===== src/rtl/pft_pkg.sv =====
// shared types and constants for the polygon fan triangulator
package pft_pkg;

  // width of one vertex index
  localparam int unsigned VERTEX_W = 16;

  typedef logic [VERTEX_W-1:0] vertex_t;

endpackage


===== src/rtl/polygon_fan_triangulator_top.sv =====
// polygon fan triangulator: corner index stream in, triangle fan out
//
// Takes a stream of polygon corners (vertex indices), each polygon closed by a
// terminator transaction, and breaks every polygon into a triangle fan. In
// counter-clockwise mode (cfg register = 1, the reset value) each corner from
// the third onward gives one triangle (first, previous, current) straight
// away, so corners flow at one transaction per cycle while the result side
// keeps up. In clockwise mode the corners sit in a corner memory of
// MAX_POLYGON_CORNERS entries, and the terminator drains the fan
// (last, v[i], v[i-1]) for i from n-2 down to 1. That drain reads the memory
// through its single registered read port: the read pipeline is primed first,
// then one triangle per cycle while the result side keeps up, and no new input
// transaction is taken until the drain is over. Corners past the memory size
// are dropped, and in clockwise mode every triangle of that polygon is flagged
// truncated. Polygons with fewer than three corners and repeated terminators
// give nothing. last_of_run marks the final triangle caused by one input
// transaction. The mode register is written through cfg_write_en and
// cfg_write_data and may only change while the block is idle. The result side
// has a single output register; a new input transaction is taken only when
// that register is empty or being emptied in the same cycle.
module polygon_fan_triangulator_top #(
  parameter int unsigned MAX_POLYGON_CORNERS = 64
) (
  input  logic             clk,
  input  logic             rst_n,
  // configuration
  input  logic             cfg_write_en,
  input  logic             cfg_write_data,
  // input channel
  input  logic             in_valid,
  output logic             in_ready,
  input  pft_pkg::vertex_t in_vertex_index,
  input  logic             in_is_terminator,
  // result channel
  output logic             out_valid,
  input  logic             out_ready,
  output pft_pkg::vertex_t out_corner_a,
  output pft_pkg::vertex_t out_corner_b,
  output pft_pkg::vertex_t out_corner_c,
  output logic             out_truncated,
  output logic             out_last_of_run
);

  // memory address width and corner count width (count reaches the depth)
  localparam int unsigned AW = $clog2(MAX_POLYGON_CORNERS);
  localparam int unsigned CW = $clog2(MAX_POLYGON_CORNERS + 1);
  localparam logic [CW-1:0] CNT_FULL = CW'(MAX_POLYGON_CORNERS);
  localparam logic [CW-1:0] CNT_MIN_FAN = CW'(3);
  localparam logic [CW-1:0] CNT_TWO = CW'(2);
  localparam logic [AW-1:0] IDX_ONE = AW'(1);
  localparam logic [AW-1:0] IDX_TWO = AW'(2);

  // sequencer states
  localparam logic [1:0] ST_IDLE  = 2'd0;  // taking corners and terminators
  localparam logic [1:0] ST_PRIME = 2'd1;  // first fan read returning
  localparam logic [1:0] ST_EMIT  = 2'd2;  // one clockwise triangle per cycle while the result slot is free

  logic [1:0]       state_r, state_nxt;
  logic             ccw_r;
  logic [CW-1:0]    count_r, count_nxt;
  logic             ovf_r, ovf_nxt;
  pft_pkg::vertex_t first_r, first_nxt;
  pft_pkg::vertex_t prev_r, prev_nxt;
  pft_pkg::vertex_t apex_r, apex_nxt;   // last corner actually stored
  logic [AW-1:0]    idx_r, idx_nxt;     // i of the next clockwise triangle
  pft_pkg::vertex_t hi_r, hi_nxt;       // corner v[i] of the next triangle
  logic             trunc_r, trunc_nxt;

  // corner memory, one write and one registered read port
  pft_pkg::vertex_t store_mem [MAX_POLYGON_CORNERS];
  pft_pkg::vertex_t rdata_r;
  logic             wr_en;
  logic [AW-1:0]    wr_addr;
  logic             rd_en;
  logic [AW-1:0]    rd_addr;

  // output register
  logic             out_valid_r;
  pft_pkg::vertex_t out_a_r, out_b_r, out_c_r;
  logic             out_trunc_r, out_last_r;
  logic             out_load;
  pft_pkg::vertex_t out_a_nxt, out_b_nxt, out_c_nxt;
  logic             out_trunc_nxt, out_last_nxt;

  logic             out_free;
  logic             in_accept;
  logic             corner_acc;
  logic             term_acc;
  logic             room;
  logic             start_fan;
  logic [CW-1:0]    count_m2;

  assign out_free   = !out_valid_r || out_ready;
  // interlock: nothing enters while the fan drains or the result slot is held
  assign in_ready   = (state_r == ST_IDLE) && out_free;
  assign in_accept  = in_valid && in_ready;
  assign corner_acc = in_accept && !in_is_terminator;
  assign term_acc   = in_accept && in_is_terminator;
  assign room       = (count_r != CNT_FULL);
  assign start_fan  = term_acc && !ccw_r && (count_r >= CNT_MIN_FAN);
  assign count_m2   = count_r - CNT_TWO;

  assign wr_en   = corner_acc && room;
  assign wr_addr = count_r[AW-1:0];

  // mode register
  always_ff @(posedge clk) begin
    if (!rst_n) begin
      ccw_r <= 1'b1;
    end else if (cfg_write_en) begin
      ccw_r <= cfg_write_data;
    end
  end

  // read address per state; the read data holds while a triangle is stalled
  always_comb begin
    rd_addr = count_m2[AW-1:0];
    rd_en   = 1'b1;
    case (state_r)
      ST_IDLE: begin
        rd_addr = count_m2[AW-1:0];           // v[n-2] for a starting fan
      end
      ST_PRIME: begin
        rd_addr = idx_r - IDX_ONE;            // v[i-1]
      end
      ST_EMIT: begin
        rd_addr = idx_r - IDX_TWO;            // v[i-2] for the triangle after
        rd_en   = out_free;
      end
      default: begin
        rd_addr = count_m2[AW-1:0];
      end
    endcase
  end

  always_ff @(posedge clk) begin
    if (wr_en) begin
      store_mem[wr_addr] <= in_vertex_index;
    end
    if (rd_en) begin
      rdata_r <= store_mem[rd_addr];
    end
  end

  // control and fan tracking
  always_comb begin
    state_nxt     = state_r;
    count_nxt     = count_r;
    ovf_nxt       = ovf_r;
    first_nxt     = first_r;
    prev_nxt      = prev_r;
    apex_nxt      = apex_r;
    idx_nxt       = idx_r;
    hi_nxt        = hi_r;
    trunc_nxt     = trunc_r;
    out_load      = 1'b0;
    out_a_nxt     = out_a_r;
    out_b_nxt     = out_b_r;
    out_c_nxt     = out_c_r;
    out_trunc_nxt = out_trunc_r;
    out_last_nxt  = out_last_r;

    case (state_r)
      ST_IDLE: begin
        if (corner_acc) begin
          if (count_r == '0) begin
            first_nxt = in_vertex_index;
          end
          if (room) begin
            count_nxt = count_r + CW'(1);
            apex_nxt  = in_vertex_index;
          end else begin
            ovf_nxt = 1'b1;
          end
          prev_nxt = in_vertex_index;
          // forward fan around the first corner
          if (ccw_r && (count_r >= CNT_TWO)) begin
            out_load      = 1'b1;
            out_a_nxt     = first_r;
            out_b_nxt     = prev_r;
            out_c_nxt     = in_vertex_index;
            out_trunc_nxt = 1'b0;
            out_last_nxt  = 1'b1;
          end
        end
        if (term_acc) begin
          count_nxt = '0;
          ovf_nxt   = 1'b0;
          if (start_fan) begin
            idx_nxt   = count_m2[AW-1:0];
            trunc_nxt = ovf_r;
            state_nxt = ST_PRIME;
          end
        end
      end
      ST_PRIME: begin
        hi_nxt    = rdata_r;
        state_nxt = ST_EMIT;
      end
      ST_EMIT: begin
        if (out_free) begin
          out_load      = 1'b1;
          out_a_nxt     = apex_r;
          out_b_nxt     = hi_r;
          out_c_nxt     = rdata_r;
          out_trunc_nxt = trunc_r;
          out_last_nxt  = (idx_r == IDX_ONE);
          hi_nxt        = rdata_r;
          idx_nxt       = idx_r - IDX_ONE;
          if (idx_r == IDX_ONE) begin
            state_nxt = ST_IDLE;
          end
        end
      end
      default: begin
        state_nxt = ST_IDLE;
      end
    endcase
  end

  always_ff @(posedge clk) begin
    if (!rst_n) begin
      state_r     <= ST_IDLE;
      count_r     <= '0;
      ovf_r       <= 1'b0;
      first_r     <= '0;
      prev_r      <= '0;
      out_valid_r <= 1'b0;
    end else begin
      state_r  <= state_nxt;
      count_r  <= count_nxt;
      ovf_r    <= ovf_nxt;
      first_r  <= first_nxt;
      prev_r   <= prev_nxt;
      if (out_load) begin
        out_valid_r <= 1'b1;
      end else if (out_ready) begin
        out_valid_r <= 1'b0;
      end
    end
  end

  // payload registers, no reset needed
  always_ff @(posedge clk) begin
    apex_r      <= apex_nxt;
    idx_r       <= idx_nxt;
    hi_r        <= hi_nxt;
    trunc_r     <= trunc_nxt;
    out_a_r     <= out_a_nxt;
    out_b_r     <= out_b_nxt;
    out_c_r     <= out_c_nxt;
    out_trunc_r <= out_trunc_nxt;
    out_last_r  <= out_last_nxt;
  end

  assign out_valid       = out_valid_r;
  assign out_corner_a    = out_a_r;
  assign out_corner_b    = out_b_r;
  assign out_corner_c    = out_c_r;
  assign out_truncated   = out_trunc_r;
  assign out_last_of_run = out_last_r;

endmodule


===== config.mk =====
export PLATFORM = sky130hd
export DESIGN_NAME = polygon_fan_triangulator_top
export DESIGN_NICKNAME = d
export VERILOG_FILES = /design/src/rtl/pft_pkg.sv /design/src/rtl/polygon_fan_triangulator_top.sv
export SDC_FILE = /design/constraint.sdc
export NUM_CORES = 1
export LEC_CHECK = 0
export BUFFER_PORTS_ARGS = -buffer_cell sky130_fd_sc_hd__buf_2
export CAP_MARGIN = 25
export CORE_AREA = 2 2 448 228
export CTS_CLUSTER_SIZE = 20
export DETAILED_ROUTE_END_ITERATION = 8
export DIE_AREA = 0 0 450 230
export GPL_ROUTABILITY_DRIVEN = 0
export PLACE_DENSITY_LB_ADDON = 0.05
export SLEW_MARGIN = 40
export SYNTH_ARGS = -nofsm -noshare
export SYNTH_HDL_FRONTEND = slang
export SYNTH_SLANG_ARGS = --single-unit

===== constraint.sdc =====
create_clock -name clk -period 8.9 [get_ports clk]
set_input_delay 2.225 -clock clk [delete_from_list [all_inputs] [get_ports clk]]
set_output_delay 2.225 -clock clk [all_outputs]
set_load 0.02 [all_outputs]

[Word level (Yosys, flattened, before mapping)]
Memory sizes are Yosys's and may differ from the RTL's. A register that Yosys moved wholly into a read port is not among the register bits.
Cells that the tools add are included.
Word-level totals
  bits in registers: 133
  bits in writable memories: 1024
  output and inout bits: 52
  logic and storage cells: 109
  memories: 1
Cells by class
  add/sub/neg operators: 4
  order comparisons: 2
  eq/ne operators: 11
  muxes and demuxes: 46
  reductions and logical operators: 29
Memories
  store_mem: words 64, width 16, rd ports 1, clocked after memory_dff 1, write ports 1, RTL line polygon_fan_triangulator_top.sv:70  | pft_pkg::vertex_t store_mem [MAX_POLYGON_CORNERS];
Operators by type and width (number)
  $mux W16: 9
  $pmux W16 S2: 4
  $pmux W6 S2: 2
  $mux W7: 3
  $mux W6: 3
  $mux W1: 17
  $reduce_and A3 Y1: 5
  $ge A7 B2 Y1 const B: 2
  $ne A2 B2 Y1 const B: 6
  $reduce_and A4 Y1: 3
  $sub A6 B2 Y6 const B: 2
  $reduce_bool A2 Y1: 5
  $logic_and A1 B1 Y1: 8
  $mux W2: 4
  $add A7 B1 Y7 const B: 1
  $logic_not A7 Y1: 1
  $ne A7 B7 Y1 const B: 1
  $eq A6 B1 Y1 const B: 1
  $pmux W1 S2: 3
  $pmux W2 S3: 1
  $sub A6 B1 Y6 const B: 1
  $reduce_and A2 Y1: 2
  $logic_not A1 Y1: 3
  $eq A2 B1 Y1 const B: 1
  4 further kinds: 4

[Depth between registers and ports, before layout]
  depth after elaboration: 10
  depth in mapped cells: 14
  gate-level depth less buffers: 9

[Worst setup path before layout]
OpenSTA, ideal clock, no wires.
  path kind: input-to-output
  start: input out_ready
  end: output in_ready
  data arrival time: 2595 ps
  data required time: 6675 ps
  path slack: 4080 ps
  cell stages on the path: 2
  path buffers: 0
  path through: nand2b_1 and2_1
On the way
  longest elaborated chain between the ends: 2
RTL lines
  from (decl): RTL line polygon_fan_triangulator_top.sv:36  | input logic out_ready,
  $logic_or A1 B1 Y1: RTL line polygon_fan_triangulator_top.sv:93  | assign out_free = !out_valid_r || out_ready;
  $logic_and A1 B1 Y1: RTL line polygon_fan_triangulator_top.sv:95  | assign in_ready = (state_r == ST_IDLE) && out_free;
  to (decl): RTL line polygon_fan_triangulator_top.sv:31  | output logic in_ready,
Every way passes these cells.

[Worst setup path in the final report]
  start: register state_r[0]
  end: register rdata_r[13], read port of store_mem, data pin
On the way
  longest elaborated chain between the ends: 2
  elaborated cells between the ends (all ways): 4
  classes of those cells: eq/ne: 2; mux: 2
RTL lines
  from (decl): RTL line polygon_fan_triangulator_top.sv:58  | logic [1:0] state_r, state_nxt;
  from (signal assigned): RTL line polygon_fan_triangulator_top.sv:230  | state_r <= state_nxt;
  $eq A2 B2 Y1 / $eq A2 B1 Y1 (equally long branches): RTL line polygon_fan_triangulator_top.sv:119  | case (state_r)
  $pmux W6 S2 / $mux W1 (equally long branches): RTL line polygon_fan_triangulator_top.sv:119
  to (decl): RTL line polygon_fan_triangulator_top.sv:71  | pft_pkg::vertex_t rdata_r;
Parallel ways exist; a longest one is shown, timed or not.
A chain may end at the register's enable or synchronous reset.

==> impl_metrics.tcl <==
set metrics [dict create \
    hold_ws_ps 453 \
    critPathRequiredTime_ps 9460 \
    via_count 28900 \
    post-synth-top-count-cell "edfxtp_1" \
    ys_seq_area_share_pct 75.0 \
    core_um2 99300 \
    hold_path.class "flop to flop" \
    synth.avg_cell_area_um2 14.1 \
    clk_path_buf_depth 3 \
    tns_ps 0 \
    syn_to_final_growth_pct 11.9 \
    crit_chain "inv_1 > ha_1 > nor2b_1 > a31o_4 > buf_4 > buf_4 > a21oi_1 > a221oi_2 > nor3_1 > a211oi_2" \
    dp_slack_ps 3520 \
    track_usage_pct 27.4 \
    finalCritPeriodShare_pct 57.4 \
    viasPerCell 6.01 \
    crit_type "flop to flop" \
    setup_viol 0 \
    syn-num-nets 3323 \
    cts_tree "yes" \
    die_w_um 450 \
    detailed_place_hpwl_mm 86.6 \
    holdBufCountCts 0 \
    drtIter0Drc 4046 \
    cts-root-buf "clkbuf_16" \
    synth-edff-count 1129 \
    io_buffers 74 \
    cp_common_cell "buf_4" \
    cts-resized-gates 0 \
    crit_arrival_ps 5670 \
    clk_pin_slew_ps 70 \
    final_area_um2 51900 \
    rows 82 \
    start_util_pct 46.7 \
    critical_path.max_stage_delay_ps 790 \
    power.total_mw 11.2 \
    rsz0062_at_grt "no" \
    drt.antenna.violating_nets 0 \
    fillCellCount 8215 \
    post_dp_cell_area_um2 48500 \
    yosysWarningCount 0 \
    hold_violations 0 \
    ctsHtreeMaxLevel 3 \
    path_max_fanout 61 \
    ys_seq_elements 1173 \
    final_cell_count_no_fill 4809 \
    max_freq_ghz 0.196 \
    yosysTopAreaCell "edfxtp_1" \
    cts_buffers 103 \
    clock_skew_ps 22.1 \
    status "complete, no violations" \
    num_io_pins 75 \
    syn_area_um2 46400 \
    drive_gt1_share_pct 12.7 \
    report.final.slew_viol_count 0 \
    p_per_area_nw_per_um2 216 \
    grt_pass1_wl_mm 201 \
    drc_errors 0 \
    grt_max_degree 129 \
    synthCells 3285 \
    tightestPinTransition_ps 898 \
    leakagePower_nw 18.0 \
    dieHeight_um 230 \
    ys_types 65 \
    die_area_um2 104000 \
    dr.pass1.iters 7 \
    postSynth.asyncResetShare_pct 0 \
    grt_pass1_vias 26200 \
    clkSinkCount 1173 \
    final_util_pct 52.2 \
    dp.cells 4615 \
    wl_mm 143 \
    synth_commonest_cells "edfxtp_1, nand2_1, nand3_1, mux2i_1, a21oi_1" \
    clk_latency_ps 730 \
    cap_viol_max_count 0 \
    cpMaxStageDelayCell "buf_4" \
    postCtsSetupBuffers 0 \
    synth_top_cell_area_share_pct 73.1 \
    start_kind "flop" \
    slew_headroom_pct 40.1 \
    antenna_found_initial 10 \
    crit_path_end_kind "flop" \
    wl_per_cell_um 29.7 \
    overflow 0 \
    yosys_most_used_dff "edfxtp_1" \
    finalCriticalPeriod_ps 5110 \
    synthTopCellsByArea "edfxtp_1, nand2_1, nand3_1, mux2i_1, dfxtp_1" \
    layout.nets 3415 \
    timing.final.ws_setup_ps 3790 \
    irDropWorstVdd_uv 142 \
]
[logic make-up (layout without fill, tap and decap cells)]
logic type,after synthesis,after routing,share of synthesized area [%]
flip-flops,1173,1173,75.0
AO/OA/AOI/OAI,402,402,6.01
XOR/XNOR,10,10,0.205
multiplexers,187,187,4.18
AND/OR/NAND/NOR,1284,1284,11.9
buffers and inverters,214,391,2.30
other,0,3,0
adder cells (fa/ha/maj),15,15,0.405
[path summary, 6_finish.rpt]
| check | start | endpoint | slack, ps | cells after the start |
|---|---|---|---|---|
| hold reg to reg | ovf_r | trunc_r | 450 | 0 |
| setup reg to reg | state_r[0] | rdata_r[13] | 3790 | 10 |
| setup / recovery | state_r[0] | rdata_r[13] | 3790 | 10 |
| hold / removal | ovf_r | trunc_r | 450 | 0 |
[flip-flops by register name (all words and copies together) (netlist names)]
name,flops
apex_r,16
ccw_r,1
count_r,7
first_r,16
hi_r,16
idx_r,6
out_corner_a,16
out_corner_b,16
out_corner_c,16
out_last_of_run,1
out_truncated,1
out_valid,1
ovf_r,1
prev_r,16
rdata_r,16
state_r,2
store_mem,1024
trunc_r,1
[cell type report]
type	instances	area (um2)	share of cell area [%]
antenna	3	7.51	0.0145
clock buffer	131	2790	5.39
clock inverter	59	534	1.03
inverter	12	45.0	0.0868
multi-input combinational	1898	10700	20.6
sequential	1173	34800	67.1
tap	1344	1680	3.24
timing repair buffer	189	1340	2.59
[metal layers]
metal | track usage [%] | part of all wire (%)
met1 | 45.0 | 47
met2 | 34.6 | 39
met5 | 0 | 0.0084
met3 | 8.98 | 13
met4 | 5.10 | 1.4
[critical path, delay by kind of cell, from the launching register on]
family | cells | cell delay, ps
AO/OA/AOI/OAI | 4 | 1680
buffers and inverters | 3 | 1530
AND/OR/NAND/NOR | 2 | 660
adder cells (fa/ha/maj) | 1 | 600
flip-flops | 1 | 400
[report_power, final]
group | switching, mW | total, mW | internal [mW] | leakage (nW)
clock network | 2.04 | 4.50 | 2.45 | 1.63
logic | 0.434 | 0.573 | 0.139 | 5.77
registers | 0.0379 | 6.12 | 6.08 | 10.5
[placed cells by master, fill, tap and decap left out, types with 23 or more instances in the layout]
cell	netlist	layout
a21oi_1	122	121
a22oi_1	33	33
a31oi_1	42	41
a32oi_1	31	31
buf_2	88	74
buf_4	17	97
clkbuf_16	0	104
clkinv_1	1	23
dfxtp_1	44	44
edfxtp_1	1129	1129
mux2_2	48	48
mux2i_1	138	138
nand2_1	748	745
nand3_1	358	358
nor2_1	91	78
nor2b_1	24	23
o22ai_1	29	29
(Power assumes the default switching activity.)
